[config.mk]
export PLATFORM = sky130hd
export DESIGN_NAME = irdac_ctrl
export DESIGN_NICKNAME = d
export VERILOG_FILES = /design/src/rtl/irdac_pkg.sv /design/src/rtl/irdac_ctrl.sv
export SDC_FILE = /design/constraint.sdc
export NUM_CORES = 1
export LEC_CHECK = 0
export BUFFER_PORTS_ARGS = -buffer_cell sky130_fd_sc_hd__buf_2
export CAP_MARGIN = 20
export CORE_AREA = 2 2 39 41
export CTS_BUF_LIST = sky130_fd_sc_hd__clkbuf_4 sky130_fd_sc_hd__clkbuf_8
export DETAILED_ROUTE_END_ITERATION = 7
export DIE_AREA = 0 0 41 43
export SLEW_MARGIN = 5
export SYNTH_ARGS = -nofsm -noshare
export SYNTH_HDL_FRONTEND = slang
export SYNTH_SLANG_ARGS = --single-unit
[constraint.sdc]
create_clock -name clk -period 1.7 [get_ports clk]
set_input_delay 0.085 -clock clk [delete_from_list [all_inputs] [get_ports clk]]
set_output_delay 0.085 -clock clk [all_outputs]
set_load 0.02 [all_outputs]
[src/rtl/irdac_pkg.sv]
// Shared types and constants for the IR docking alignment controller.
// No dependencies.
`timescale 1ns / 1ps
package irdac_pkg;

  localparam int unsigned NO_DATA_TICKS = 7;
  localparam logic signed [17:0] CENTRE_LIMIT = 18'sd327;
  localparam logic [17:0] UNIT_OFFSET = 18'd32768;

  typedef enum logic [1:0] {
    OP_OFFSET = 2'd0,
    OP_TICK   = 2'd1,
    OP_YAW    = 2'd2,
    OP_NONE   = 2'd3
  } op_t;

  typedef enum logic [1:0] {
    CH_NONE  = 2'd0,
    CH_DRIVE = 2'd1,
    CH_DOCK  = 2'd2
  } chan_t;

  typedef enum logic [1:0] {
    M_UNFIX  = 2'd0,
    M_FIXING = 2'd1,
    M_ROTATE = 2'd2,
    M_FIXED  = 2'd3
  } mode_t;

  typedef enum logic [2:0] {
    CFG_FIX_MOVE_SPEED   = 3'd0,
    CFG_FIX_ROTATE_SPEED = 3'd1,
    CFG_HIGH_SPEED       = 3'd2,
    CFG_LOW_SPEED        = 3'd3,
    CFG_CENTER_SPEED     = 3'd4,
    CFG_INV_WHEEL_SPACING = 3'd5,
    CFG_SWING_ANGLE      = 3'd6,
    CFG_FIX_MOVE_TICKS   = 3'd7
  } cfg_idx_t;

  typedef struct packed {
    logic load;
    logic mul1;
    logic mul2;
    logic commit;
    logic sel;
  } dp_cmd_t;

  typedef struct packed {
    logic two;
  } dp_sts_t;

  typedef struct packed {
    logic [1:0]         channel;
    logic signed [15:0] lin_vel;
    logic signed [15:0] ang_vel;
  } res_t;

  function automatic logic signed [15:0] neg_sat16(input logic signed [15:0] v);
    neg_sat16 = (v == 16'sh8000) ? 16'sh7fff : -v;
  endfunction

endpackage

[src/rtl/irdac_ctrl.sv]
// Controller: sequences load, two multiply steps, commit and result delivery.
// Depends on irdac_pkg.
`timescale 1ns / 1ps
module irdac_ctrl
  import irdac_pkg::*;
(
  input  logic    clk,
  input  logic    rst_n,
  input  logic    in_valid,
  output logic    in_ready,
  output logic    out_valid,
  input  logic    out_ready,
  output dp_cmd_t cmd,
  input  dp_sts_t sts
);

  typedef enum logic [2:0] {
    S_IDLE, S_MUL1, S_MUL2, S_COMMIT, S_OUT0, S_OUT1
  } state_t;

  state_t state_r;

  always_ff @(posedge clk) begin
    if (!rst_n) begin
      state_r <= S_IDLE;
    end else begin
      unique case (state_r)
        S_IDLE:   if (in_valid) state_r <= S_MUL1;
        S_MUL1:   state_r <= S_MUL2;
        S_MUL2:   state_r <= S_COMMIT;
        S_COMMIT: state_r <= S_OUT0;
        S_OUT0:   if (out_ready) state_r <= sts.two ? S_OUT1 : S_IDLE;
        S_OUT1:   if (out_ready) state_r <= S_IDLE;
        default:  state_r <= S_IDLE;
      endcase
    end
  end

  assign in_ready   = (state_r == S_IDLE);
  assign out_valid  = (state_r == S_OUT0) || (state_r == S_OUT1);
  assign cmd.load   = in_ready & in_valid;
  assign cmd.mul1   = (state_r == S_MUL1);
  assign cmd.mul2   = (state_r == S_MUL2);
  assign cmd.commit = (state_r == S_COMMIT);
  assign cmd.sel    = (state_r == S_OUT1);

endmodule

==> flow_summary.ini <==
[min_path]
hold-path-cell-count = 2
worstHoldPathType = in2reg

[yosys]
synth.distinct_cells = 14
syn-instance-count = 20
synth_seq_area_share_pct = 32.0
synth_seq_cells = 3
mappedNetlistNets = 25
postSynthAreaPerCell_um2 = 9.38
ys_warn_count = 0
syn_area_um2 = 188

[setup_path]
reg2regPathDepth = 3
crit_fanout = 5
reg2reg_to = state_r[2]
worst_ep_arrival_time_ns = 1.12
required_ns = 1.62
setup.worst_path.start_class = flip-flop
crit_path_start = state_r[2]
r2r_slack_ns = 0.74
crit_end = cmd[0]
critPathKind = reg2out
end_kind = output port
reg2reg_from = state_r[2]

[sta]
setup_viol = 0
hold_violations = 0
holdWs_ns = 0.0898
rsz0062_at_grt = false
fmax_ghz = 0.831
slew_headroom_pct = 84.6
tightest_slew_ns = 0.231
finClkSkew_ns = 0.000188
period_share_pct = 70.8
min_period_ns = 1.20
slew_viol_final = 0
fin_tns_setup_ns = 0

[grt]
grt_start_max_net_pins = 9
antenna_found_initial = 0
grtUsageTotal_pct = 6.01
grt_pass1_wl_um = 627
grt_pass1_vias = 175
overflow = 0

[final_layout]
final_common_cell = buf_2
largest_register_ffs = 3
mostFrequentLayoutCells = buf_2, clkbuf_4, dfxtp_1
regMostFlops = state_r
insertedDiodeCount = 0
layout-drive-gt1-share_pct = 54.3
layout.nets = 41
fill_cells = 166
area_growth_pct = 56.0
instances_no_fill = 51
top_regs = state_r x3
utilization_pct = 21.2

[clock_network]
path_clk_slew_ns = 0.04
root_buffer = clkbuf_4
ctsHoldBuffers = 0
cts_sinks = 3
ctsLongestPathBuffers = 2
cts_resized = 0
post_cts_buffers = 0
cts_tree = yes
htreeDepth = 1
numCtsBuffers = 3
clkLatencyLatePin_ns = 0.23

[power]
p_seq_share_pct = 30.1
leakage_nw = 0.145
internal-power_mw = 0.206
vdd.ir_drop.worst_v = 0.000222
clkPwrFrac_pct = 49.5
comb_power_share_pct = 20.4
sw_frac_of_total_pct = 26.8
powerDensity_nw_per_um2 = 962
power_switching_mw = 0.0753

[placement]
port_buffers = 11
dp_cells = 47
gp_congestion = 0.584

[die]
dieHeight_um = 43
die_w_um = 41
core_um2 = 1380
dieArea_um2 = 1760
io_pins = 12
initial_core_util_pct = 13.6
rows = 14

[routing]
wl_um = 410
ant_nets = 0
wire_per_inst_um = 8.04
drc = 0
drt_iter0_markers = 3
num_vias = 192
dr.pass1.iters = 2
viasPerCell = 3.76

[outcome]
outcome = complete, no violations

[job]
cap_violations = 0
[final cells by class]
cell class	count	area, um2	share of cell area [%]
tap	16	20.0	6.84
sequential	3	60.1	20.5
clock buffer	4	30.0	10.3
timing repair buffer	11	55.1	18.8
multi-input combinational	17	128	43.6
[power groups by stage]
stage	logic (mW)	clock network (mW)	registers, mW
3_5_place_dp	0.0585	0	0.0860
4_1_cts	0.0588	0.146	0.0847
5_1_grt	0.0632	0.153	0.0863
3_3_place_gp	0.0584	0	0.0856
2_1_floorplan	0.0394	0	0.0840
6_report	0.0575	0.139	0.0846
[critical path: stages, from the launching register on]
cell     delay, ns
dfxtp_1       0.40
nor2b_4       0.20
and2_2        0.14
buf_2         0.15
[metal layers]
metal  up-vias  global-route usage [%]  wire (um)
met1        86                    6.39        169
li1         99                       -          -
met2         7                    6.25        179
met5         -                       0          0
met4         0                    6.00          0
met3         0                    5.76         60
[cells in the mapped netlist (all sizes together)]
cell | n | area share, %
a21boi | 2 | 8.0
and2 | 3 | 11
and3b | 2 | 10
dfxtp | 3 | 32
nor2 | 1 | 2.0
nor2b | 2 | 11
nor3 | 1 | 2.7
nor3b | 1 | 6.7
o21a | 2 | 8.0
o21ai | 2 | 5.3
or2b | 1 | 4.0
[logic make-up (layout without fill, tap and decap cells)]
kind of cell    Yosys count  in the layout  synth area share [%]
buf+inv                   0             15                     0
flops                     3              3                  32.0
simple gates             11             11                  46.7
compound gates            6              6                  21.3
[stage by stage]
step           worst slack (ns)  power, mW  instance area, um2
3_5_place_dp              0.744      0.144                 263
4_1_cts                   0.482      0.290                 293
5_1_grt                   0.417      0.303                 293
6_report                  0.496      0.282                 293
3_3_place_gp              0.745      0.144                 263
2_1_floorplan             0.409      0.123                 188
[how the worst min path moves through the flow]
stage                      from          to  slack [ns]
after floorplan           rst_n  state_r[2]        0.20
after global placement    rst_n  state_r[2]        0.32
after detailed placement  rst_n  state_r[1]        0.33
after CTS                 rst_n  state_r[1]        0.09
after global routing      rst_n  state_r[1]        0.09
final                     rst_n  state_r[1]        0.09
Note: power is estimated with default switching activity, not from simulation.
