`src/rtl/irdac_pkg.sv`:
```
// Shared types and constants for the IR docking alignment controller.
// No dependencies.
`timescale 1ns / 1ps
package irdac_pkg;

  localparam int unsigned NO_DATA_TICKS = 7;
  localparam logic signed [17:0] CENTRE_LIMIT = 18'sd327;
  localparam logic [17:0] UNIT_OFFSET = 18'd32768;

  typedef enum logic [1:0] {
    OP_OFFSET = 2'd0,
    OP_TICK   = 2'd1,
    OP_YAW    = 2'd2,
    OP_NONE   = 2'd3
  } op_t;

  typedef enum logic [1:0] {
    CH_NONE  = 2'd0,
    CH_DRIVE = 2'd1,
    CH_DOCK  = 2'd2
  } chan_t;

  typedef enum logic [1:0] {
    M_UNFIX  = 2'd0,
    M_FIXING = 2'd1,
    M_ROTATE = 2'd2,
    M_FIXED  = 2'd3
  } mode_t;

  typedef enum logic [2:0] {
    CFG_FIX_MOVE_SPEED   = 3'd0,
    CFG_FIX_ROTATE_SPEED = 3'd1,
    CFG_HIGH_SPEED       = 3'd2,
    CFG_LOW_SPEED        = 3'd3,
    CFG_CENTER_SPEED     = 3'd4,
    CFG_INV_WHEEL_SPACING = 3'd5,
    CFG_SWING_ANGLE      = 3'd6,
    CFG_FIX_MOVE_TICKS   = 3'd7
  } cfg_idx_t;

  typedef struct packed {
    logic load;
    logic mul1;
    logic mul2;
    logic commit;
    logic sel;
  } dp_cmd_t;

  typedef struct packed {
    logic two;
  } dp_sts_t;

  typedef struct packed {
    logic [1:0]         channel;
    logic signed [15:0] lin_vel;
    logic signed [15:0] ang_vel;
  } res_t;

  function automatic logic signed [15:0] neg_sat16(input logic signed [15:0] v);
    neg_sat16 = (v == 16'sh8000) ? 16'sh7fff : -v;
  endfunction

endpackage

```
`src/rtl/irdac_datapath.sv`:
```
// Datapath: configuration, alignment state, wheel mixing multipliers, results.
// Depends on irdac_pkg.
`timescale 1ns / 1ps
module irdac_datapath
  import irdac_pkg::*;
(
  input  logic               clk,
  input  logic               rst_n,
  input  logic               cfg_we,
  input  logic [2:0]         cfg_index,
  input  logic [15:0]        cfg_wdata,
  input  logic [1:0]         in_op,
  input  logic signed [17:0] in_ir,
  input  logic [15:0]        in_yaw,
  input  dp_cmd_t            cmd,
  output dp_sts_t            sts,
  output logic [1:0]         o_channel,
  output logic signed [15:0] o_lin,
  output logic signed [15:0] o_ang,
  output logic [1:0]         o_mode,
  output logic               o_failed,
  output logic               o_last
);

  logic signed [15:0] fms_r, frs_r;
  logic [14:0] hs_r, ls_r, cs_r, swa_r;
  logic [15:0] iws_r;
  logic [7:0]  fmt_r;

  logic [1:0]         op_r;
  logic signed [17:0] x_r;
  logic [15:0]        yaw_r;
  logic [17:0]        a_r;
  logic [32:0]        m1_r;
  logic signed [33:0] ds_r;
  logic signed [50:0] prod_r;

  mode_t              mode_r, mode_nxt;
  logic [7:0]         fixt_r, fixt_nxt, sil_r, sil_nxt;
  logic signed [17:0] prev_r, prev_nxt, turned_r, turned_nxt;
  logic [15:0]        head_r, head_nxt, base_r, base_nxt;
  logic               act_r, act_nxt, wid_r, wid_nxt, dir_r, dir_nxt, fail_r, fail_nxt;
  res_t               res0_r, res0_nxt, res1_r, res1_nxt;
  logic               two_r, two_nxt;

  logic [17:0]        a_c;
  logic signed [33:0] m2_c;
  logic signed [33:0] linv_c;
  logic signed [17:0] linr_c;
  logic signed [23:0] angr_c;
  logic signed [15:0] lin_s, ang_s, rate_c;
  logic signed [15:0] delta_c;
  logic signed [18:0] t_c, mag_c;
  logic signed [17:0] t_sat;
  logic [15:0]        limit_c;
  logic               swing_c, fix_c;
  res_t               sw_res, fx_res;

  assign a_c = in_ir[17] ? 18'(-in_ir) : 18'(in_ir);
  assign m2_c = 34'($signed({1'b0, a_r[16:0]})) *
                (34'($signed({1'b0, hs_r})) - 34'($signed({1'b0, ls_r})));

  always_ff @(posedge clk) begin
    if (!rst_n) begin
      fms_r <= 16'sd410;
      frs_r <= 16'sd819;
      hs_r  <= 15'd2048;
      ls_r  <= 15'd1024;
      cs_r  <= 15'd1024;
      iws_r <= 16'd12288;
      swa_r <= 15'd5461;
      fmt_r <= 8'd17;
    end else if (cfg_we) begin
      unique case (cfg_idx_t'(cfg_index))
        CFG_FIX_MOVE_SPEED:    fms_r <= cfg_wdata;
        CFG_FIX_ROTATE_SPEED:  frs_r <= cfg_wdata;
        CFG_HIGH_SPEED:        hs_r  <= cfg_wdata[14:0];
        CFG_LOW_SPEED:         ls_r  <= cfg_wdata[14:0];
        CFG_CENTER_SPEED:      cs_r  <= cfg_wdata[14:0];
        CFG_INV_WHEEL_SPACING: iws_r <= cfg_wdata;
        CFG_SWING_ANGLE:       swa_r <= cfg_wdata[14:0];
        CFG_FIX_MOVE_TICKS:    fmt_r <= cfg_wdata[7:0];
        default: ;
      endcase
    end
  end

  always_ff @(posedge clk) begin
    if (cmd.load) begin
      op_r  <= in_op;
      x_r   <= in_ir;
      yaw_r <= in_yaw;
      a_r   <= a_c;
    end
    if (cmd.mul1) begin
      m1_r <= 33'(a_r[16:0]) * (33'(hs_r) + 33'(ls_r));
      ds_r <= x_r[17] ? -m2_c : m2_c;
    end
    if (cmd.mul2) begin
      prod_r <= ds_r * $signed({1'b0, iws_r});
    end
  end

  always_comb begin
    linv_c = -$signed({1'b0, m1_r});
    linr_c = 18'((linv_c + 34'sd32768) >>> 16);
    angr_c = 24'((prod_r + 51'sd67108864) >>> 27);
    lin_s  = (linr_c > 18'sd32767) ? 16'sh7fff :
             (linr_c < -18'sd32768) ? 16'sh8000 : linr_c[15:0];
    ang_s  = (angr_c > 24'sd32767) ? 16'sh7fff :
             (angr_c < -24'sd32768) ? 16'sh8000 : angr_c[15:0];
  end

  always_comb begin
    mode_nxt   = mode_r;
    fixt_nxt   = fixt_r;
    sil_nxt    = sil_r;
    prev_nxt   = prev_r;
    head_nxt   = head_r;
    base_nxt   = base_r;
    turned_nxt = turned_r;
    act_nxt    = act_r;
    wid_nxt    = wid_r;
    dir_nxt    = dir_r;
    fail_nxt   = fail_r;
    res0_nxt   = '{CH_NONE, 16'sd0, 16'sd0};
    res1_nxt   = '{CH_NONE, 16'sd0, 16'sd0};
    two_nxt    = 1'b0;
    delta_c    = '0;
    t_c        = '0;
    t_sat      = '0;
    mag_c      = '0;
    limit_c    = '0;
    rate_c     = '0;
    swing_c    = 1'b0;
    fix_c      = 1'b0;
    sw_res     = '{CH_NONE, 16'sd0, 16'sd0};
    fx_res     = '{CH_NONE, 16'sd0, 16'sd0};
    unique case (op_t'(op_r))
      OP_OFFSET: begin
        sil_nxt = '0;
        act_nxt = 1'b0;
        wid_nxt = 1'b0;
        if (x_r >= -CENTRE_LIMIT && x_r <= CENTRE_LIMIT && mode_r == M_UNFIX) begin
          mode_nxt = M_FIXING;
          fixt_nxt = '0;
        end
        if (mode_nxt == M_ROTATE) begin
          if (x_r == 18'sd0 || (prev_r != 18'sd0 && (x_r[17] != prev_r[17]))) begin
            mode_nxt = M_FIXED;
          end else begin
            prev_nxt = x_r;
            res0_nxt = '{CH_DOCK, 16'sd0, x_r[17] ? neg_sat16(frs_r) : frs_r};
          end
        end else begin
          prev_nxt = x_r;
          if (a_r > UNIT_OFFSET) begin
            res0_nxt = '{CH_DRIVE, 16'sd0, 16'sd0};
          end else if (x_r == 18'sd0) begin
            res0_nxt = '{CH_DRIVE, -$signed({1'b0, cs_r}), 16'sd0};
          end else begin
            res0_nxt = '{CH_DRIVE, lin_s, ang_s};
          end
        end
      end
      OP_TICK: begin
        if (!fail_r) begin
          sil_nxt = (sil_r == 8'd255) ? sil_r : sil_r + 8'd1;
          swing_c = (sil_nxt >= 8'(NO_DATA_TICKS));
          if (swing_c) begin
            if (!act_r) begin
              act_nxt    = 1'b1;
              turned_nxt = '0;
              wid_nxt    = 1'b0;
              base_nxt   = head_r;
              dir_nxt    = prev_r[17];
            end
            delta_c = $signed(head_r - base_nxt);
            t_c = 19'(turned_nxt) + 19'(delta_c);
            t_sat = (t_c > 19'sd131071) ? 18'sh1ffff :
                    (t_c < -19'sd131072) ? 18'sh20000 : t_c[17:0];
            turned_nxt = t_sat;
            base_nxt = head_r;
            limit_c = wid_nxt ? {swa_r, 1'b0} : {1'b0, swa_r};
            mag_c = t_sat[17] ? -19'(t_sat) : 19'(t_sat);
            if (mag_c >= $signed({3'b0, limit_c})) begin
              if (!wid_nxt) begin
                wid_nxt    = 1'b1;
                dir_nxt    = ~dir_nxt;
                turned_nxt = '0;
              end else begin
                fail_nxt = 1'b1;
              end
            end
            rate_c = dir_nxt ? neg_sat16(frs_r) : frs_r;
            sw_res = '{CH_DOCK, 16'sd0, rate_c};
          end
          fix_c = (mode_r == M_FIXING);
          if (fix_c) begin
            fx_res = '{CH_DOCK, fms_r, 16'sd0};
            fixt_nxt = (fixt_r == 8'd255) ? fixt_r : fixt_r + 8'd1;
            if (fixt_nxt >= fmt_r) mode_nxt = M_ROTATE;
          end
          priority if (swing_c && fix_c) begin
            res0_nxt = sw_res;
            res1_nxt = fx_res;
            two_nxt  = 1'b1;
          end else if (swing_c) begin
            res0_nxt = sw_res;
          end else if (fix_c) begin
            res0_nxt = fx_res;
          end else begin
            res0_nxt = '{CH_NONE, 16'sd0, 16'sd0};
          end
        end
      end
      OP_YAW: head_nxt = yaw_r;
      default: ;
    endcase
  end

  always_ff @(posedge clk) begin
    if (!rst_n) begin
      mode_r   <= M_UNFIX;
      fixt_r   <= '0;
      sil_r    <= '0;
      prev_r   <= '0;
      head_r   <= '0;
      base_r   <= '0;
      turned_r <= '0;
      act_r    <= 1'b0;
      wid_r    <= 1'b0;
      dir_r    <= 1'b0;
      fail_r   <= 1'b0;
      two_r    <= 1'b0;
    end else if (cmd.commit) begin
      mode_r   <= mode_nxt;
      fixt_r   <= fixt_nxt;
      sil_r    <= sil_nxt;
      prev_r   <= prev_nxt;
      head_r   <= head_nxt;
      base_r   <= base_nxt;
      turned_r <= turned_nxt;
      act_r    <= act_nxt;
      wid_r    <= wid_nxt;
      dir_r    <= dir_nxt;
      fail_r   <= fail_nxt;
      two_r    <= two_nxt;
    end
  end

  always_ff @(posedge clk) begin
    if (cmd.commit) begin
      res0_r <= res0_nxt;
      res1_r <= res1_nxt;
    end
  end

  assign sts.two   = two_r;
  assign o_channel = cmd.sel ? res1_r.channel : res0_r.channel;
  assign o_lin     = cmd.sel ? res1_r.lin_vel : res0_r.lin_vel;
  assign o_ang     = cmd.sel ? res1_r.ang_vel : res0_r.ang_vel;
  assign o_mode    = mode_r;
  assign o_failed  = fail_r;
  assign o_last    = cmd.sel | ~two_r;

endmodule

```
`config.mk`:
```
export PLATFORM = sky130hd
export DESIGN_NAME = irdac_datapath
export DESIGN_NICKNAME = d
export VERILOG_FILES = /design/src/rtl/irdac_pkg.sv /design/src/rtl/irdac_datapath.sv
export SDC_FILE = /design/constraint.sdc
export NUM_CORES = 2
export LEC_CHECK = 0
export BUFFER_PORTS_ARGS = -buffer_cell sky130_fd_sc_hd__buf_2
export CAP_MARGIN = 20
export CORE_MARGIN = 5
export CORE_UTILIZATION = 50
export CTS_CLUSTER_SIZE = 16
export DETAILED_ROUTE_END_ITERATION = 10
export GPL_ROUTABILITY_DRIVEN = 0
export PLACE_DENSITY = 0.66
export REMOVE_ABC_BUFFERS = 1
export SETUP_SLACK_MARGIN = 0.1
export SYNTH_ARGS = -nofsm -noshare
export SYNTH_HDL_FRONTEND = slang
export SYNTH_SLANG_ARGS = --single-unit
```
`constraint.sdc`:
```
create_clock -name clk -period 10.9 [get_ports clk]
set_clock_uncertainty 0.1 [all_clocks]
set_input_delay 1.635 -clock clk [delete_from_list [all_inputs] [get_ports clk]]
set_output_delay 1.635 -clock clk [all_outputs]
set_load 0.005 [all_outputs]
```
==> results.json <==
{
  "antenna_found_initial": 4,
  "pwr-share-comb": 0.740,
  "pwr-share-clk": 0.094,
  "worst_slew_pin_slew_ns": 1.086,
  "reg2regPathDepth": 40,
  "hold_slack_ns": 0.3648,
  "finalSetupViolations": 0,
  "drive_gt1_frac": 0.05655,
  "place_hpwl_um": 123300,
  "critPathMaxFanout": 9,
  "hold_start": "fmt_r[7]",
  "p_leak_nw": 28.28,
  "fin_setup_tns_ns": 0,
  "synth_compound_area_frac": 0.09312,
  "clockRootBuffer": "clkbuf_16",
  "hold_viol": 0,
  "worst_hold_path.endpoint": "fmt_r[7]",
  "rr_endpoint": "ds_r[33]",
  "fin_crit_sh": 0.9299,
  "cpPeakStageDelay_ns": 0.55,
  "synth_edf_count": 195,
  "hold_depth": 2,
  "final_cell_mix": "inv_1, nand2_1, fa_1, ha_1, and2_1",
  "async_reset_ff_frac": 0,
  "synthToLayoutAreaGrowth_pct": 6.215,
  "maxSlewHeadroom": 0.2759,
  "yosys_warnings": 0,
  "pwr_density_cell_nw_per_um2": 260.4,
  "vias_per_cell": 5.574,
  "antenna_left": 0,
  "reg2reg_setup_slack_ns": 0.76,
  "swShare": 0.5077,
  "clk_pin_slew_ns": 0.06,
  "drv_slew": 0,
  "die_h_um": 351.7,
  "p_int_mw": 7.950,
  "cts_tree": "built",
  "p_seq_frac": 0.166,
  "die_w_um": 351.7,
  "wl_per_cell_um": 19.78,
  "postCtsHoldBufs": 0,
  "cp_top_family": "adder cells",
  "critPathCaptureType": "flip-flop",
  "grt-ovfl-total": 0,
  "status": "complete, no violations",
  "ioPinCount": 102,
  "path_class": "reg2reg",
  "initial_utilization": 0.5031,
  "cts.path.max_buffers": 3,
  "synthAdderAreaFrac": 0.4164,
  "grt_pass1_wl_um": 255900,
  "crit_buf_inv": 5,
  "final_nets": 7911,
  "fp.dieArea_um2": 123700,
  "via_count": 44780,
  "fin_crit_ns": 10.14,
  "drt_iter0_markers": 3137,
  "cp.required_ns": 11.16,
  "synth-seq-cells": 402,
  "start_kind": "flip-flop",
  "worstSkewPairLatency_ns": 0.62,
  "timing.fmax_ghz": 0.09866,
  "port-buffer-count": 101,
  "drc": 0,
  "synth-xor-area-share": 0.03358,
  "synth_cell_type_count": 101,
  "hp-class": "reg2reg",
  "layout_commonest_cell": "inv_1",
  "drv_cap": 0,
  "track_usage": 0.2609,
  "vdd_ir_drop_max_uv": 595.1,
  "syn_avg_cell_area_um2": 8.959,
  "cpMaxStageDelayCell": "fa_1",
  "h-tree-depth": 2,
  "synthMuxAreaShare": 0.01297,
  "synthFlopType": "dfxtp_1",
  "rsz0062_at_grt": "false",
  "arrival_ns": 10.39,
  "switchingPower_mw": 8.197,
  "synthSimpleGateAreaFrac": 0.1791,
  "reg2reg_from": "hs_r[0]",
  "yosysSeqAreaShare": 0.1713,
  "grt_max_degree": 88,
  "cts_buffers": 45,
  "grt_pass1_vias": 46727,
  "syn_area_um2": 58380,
  "dr.pass1.iters": 6,
  "core_um2": 116000,
  "synth_top_family_by_area": "adder cells",
  "clock_sinks": 402,
  "wl_um": 158900,
  "row_count": 125,
  "synthCells": 6516,
  "path_common_cell": "fa_1"
}
synth_stat cells (7+ instances only):
master	instances	share of area
o21a_1	30	0.0039
a31oi_1	17	0.0018
or3_1	37	0.0040
or2_2	13	0.0014
a21o_1	59	0.0076
clkbuf_2	8	0.00069
nand4_1	19	0.0020
nand2_1	1137	0.073
o211a_1	10	0.0017
inv_1	1140	0.073
a21oi_1	172	0.015
a22oi_1	21	0.0027
o21ai_0	125	0.011
o2111ai_1	8	0.0012
nor3_1	59	0.0051
xor2_1	71	0.011
fa_1	935	0.32
buf_2	10	0.00086
ha_1	443	0.095
and2_1	364	0.039
o211ai_1	24	0.0031
nand3b_1	10	0.0013
mux2_2	18	0.0035
xnor2_1	151	0.023
a211o_1	7	0.0011
or4_1	7	0.00090
a21boi_0	106	0.014
nor2_1	186	0.012
edfxtp_1	195	0.10
nor2b_1	138	0.015
nand2b_1	75	0.0080
o22ai_1	9	0.00096
o21bai_1	21	0.0027
dfxtp_1	207	0.071
a221o_1	13	0.0022
clkbuf_1	276	0.018
nor4_1	20	0.0021
mux2i_1	54	0.0093
and3_1	28	0.0030
o31ai_1	42	0.0054
a211oi_1	13	0.0017
nand3_1	75	0.0064
o31a_1	10	0.0015
stage by stage:
step | cell area [µm²] | worst slack (ns) | instances | utilization | power (mW)
2_1_floorplan | 57200 | 0.5799 | 6214 | - | 11.04
3_5_place_dp | 60450 | 0.2564 | 7942 | 0.5209 | 14.55
6_report | 62010 | 0.7641 | 8034 | 0.5343 | 16.15
4_1_cts | 61890 | 0.2891 | 8026 | 0.5333 | 16.18
3_3_place_gp | 60430 | 0.4608 | 7940 | 0.5207 | 14.29
5_1_grt | 62000 | 0.1161 | 8032 | 0.5343 | 17.82
routing by layer:
| layer | global-route usage | part of all wire |
|---|---|---|
| met1 | 0.3373 | 0.41 |
| met5 | 0 | 0 |
| met3 | 0.03268 | 0.062 |
| met4 | 0.1015 | 0.044 |
| met2 | 0.4492 | 0.49 |
power groups by stage:
stage / Combinational (mW) / Clock [mW] / Sequential (mW)
after floorplan: 8.59 / 0 / 2.45
after global placement: 11.6 / 0 / 2.68
after detailed placement: 11.9 / 0 / 2.68
after CTS: 12.0 / 1.54 / 2.65
after global routing: 13.5 / 1.61 / 2.69
final: 12.0 / 1.52 / 2.68
cells by family (layout without fill, tap and decap cells):
| kind of cell | after synthesis | after routing |
|---|---|---|
| buf+inv | 1442 | 1433 |
| other cells | 0 | 3 |
| compound gates | 785 | 785 |
| simple gates | 2208 | 2208 |
| fa+ha+maj | 1383 | 1383 |
| flops | 402 | 402 |
| mux | 73 | 73 |
| xor+xnor | 223 | 223 |
what timing repair did:
item                       4_1_cts  5_1_grt
setup buffers                    0        3
setup endpoints to repair        0       45
resized for setup                0       22
worst max-delay path by stage:
stage / from / endpoint / slack, ns / depth (start not counted)
2_1_floorplan: ls_r[1] / ds_r[33] / 0.58 / 38
3_3_place_gp: hs_r[0] / ds_r[33] / 0.46 / 39
3_5_place_dp: hs_r[0] / ds_r[32] / 0.26 / 39
4_1_cts: hs_r[0] / ds_r[32] / 0.29 / 39
5_1_grt: hs_r[0] / ds_r[33] / 0.12 / 40
6_report: hs_r[0] / ds_r[33] / 0.76 / 40
sequential cells by signal, summed over array words and instances, names as in the netlist, 16 cells and up:
name,flops
res0_r,34
ds_r,33
m1_r,33
prod_r,25
prev_r,18
turned_r,18
x_r,18
a_r,17
res1_r,17
base_r,16
fms_r,16
frs_r,16
head_r,16
iws_r,16
yaw_r,16
worst register-to-register path: cells and delay by family (launching register included):
kind,cells,cell delay (ns)
DFF,1,0.33
and+or+nand+nor,9,1.57
adders and majority gates,9,3.79
xor gates and xnor gates,2,0.33
AOI/OAI and AO/OA,15,3.47
buffers and inverters,5,0.32
cell type report:
class / count / area, µm²
fillers: 10649 / 54040
multi-input cells: 4672 / 43030
flip-flops and latches: 402 / 10000
inverters: 1140 / 4279
well taps: 1524 / 1907
repair buffers: 209 / 1345
clock buffers: 64 / 1269
clock inverters: 20 / 171.4
diodes: 3 / 7.507
(Power assumes the default switching activity.)
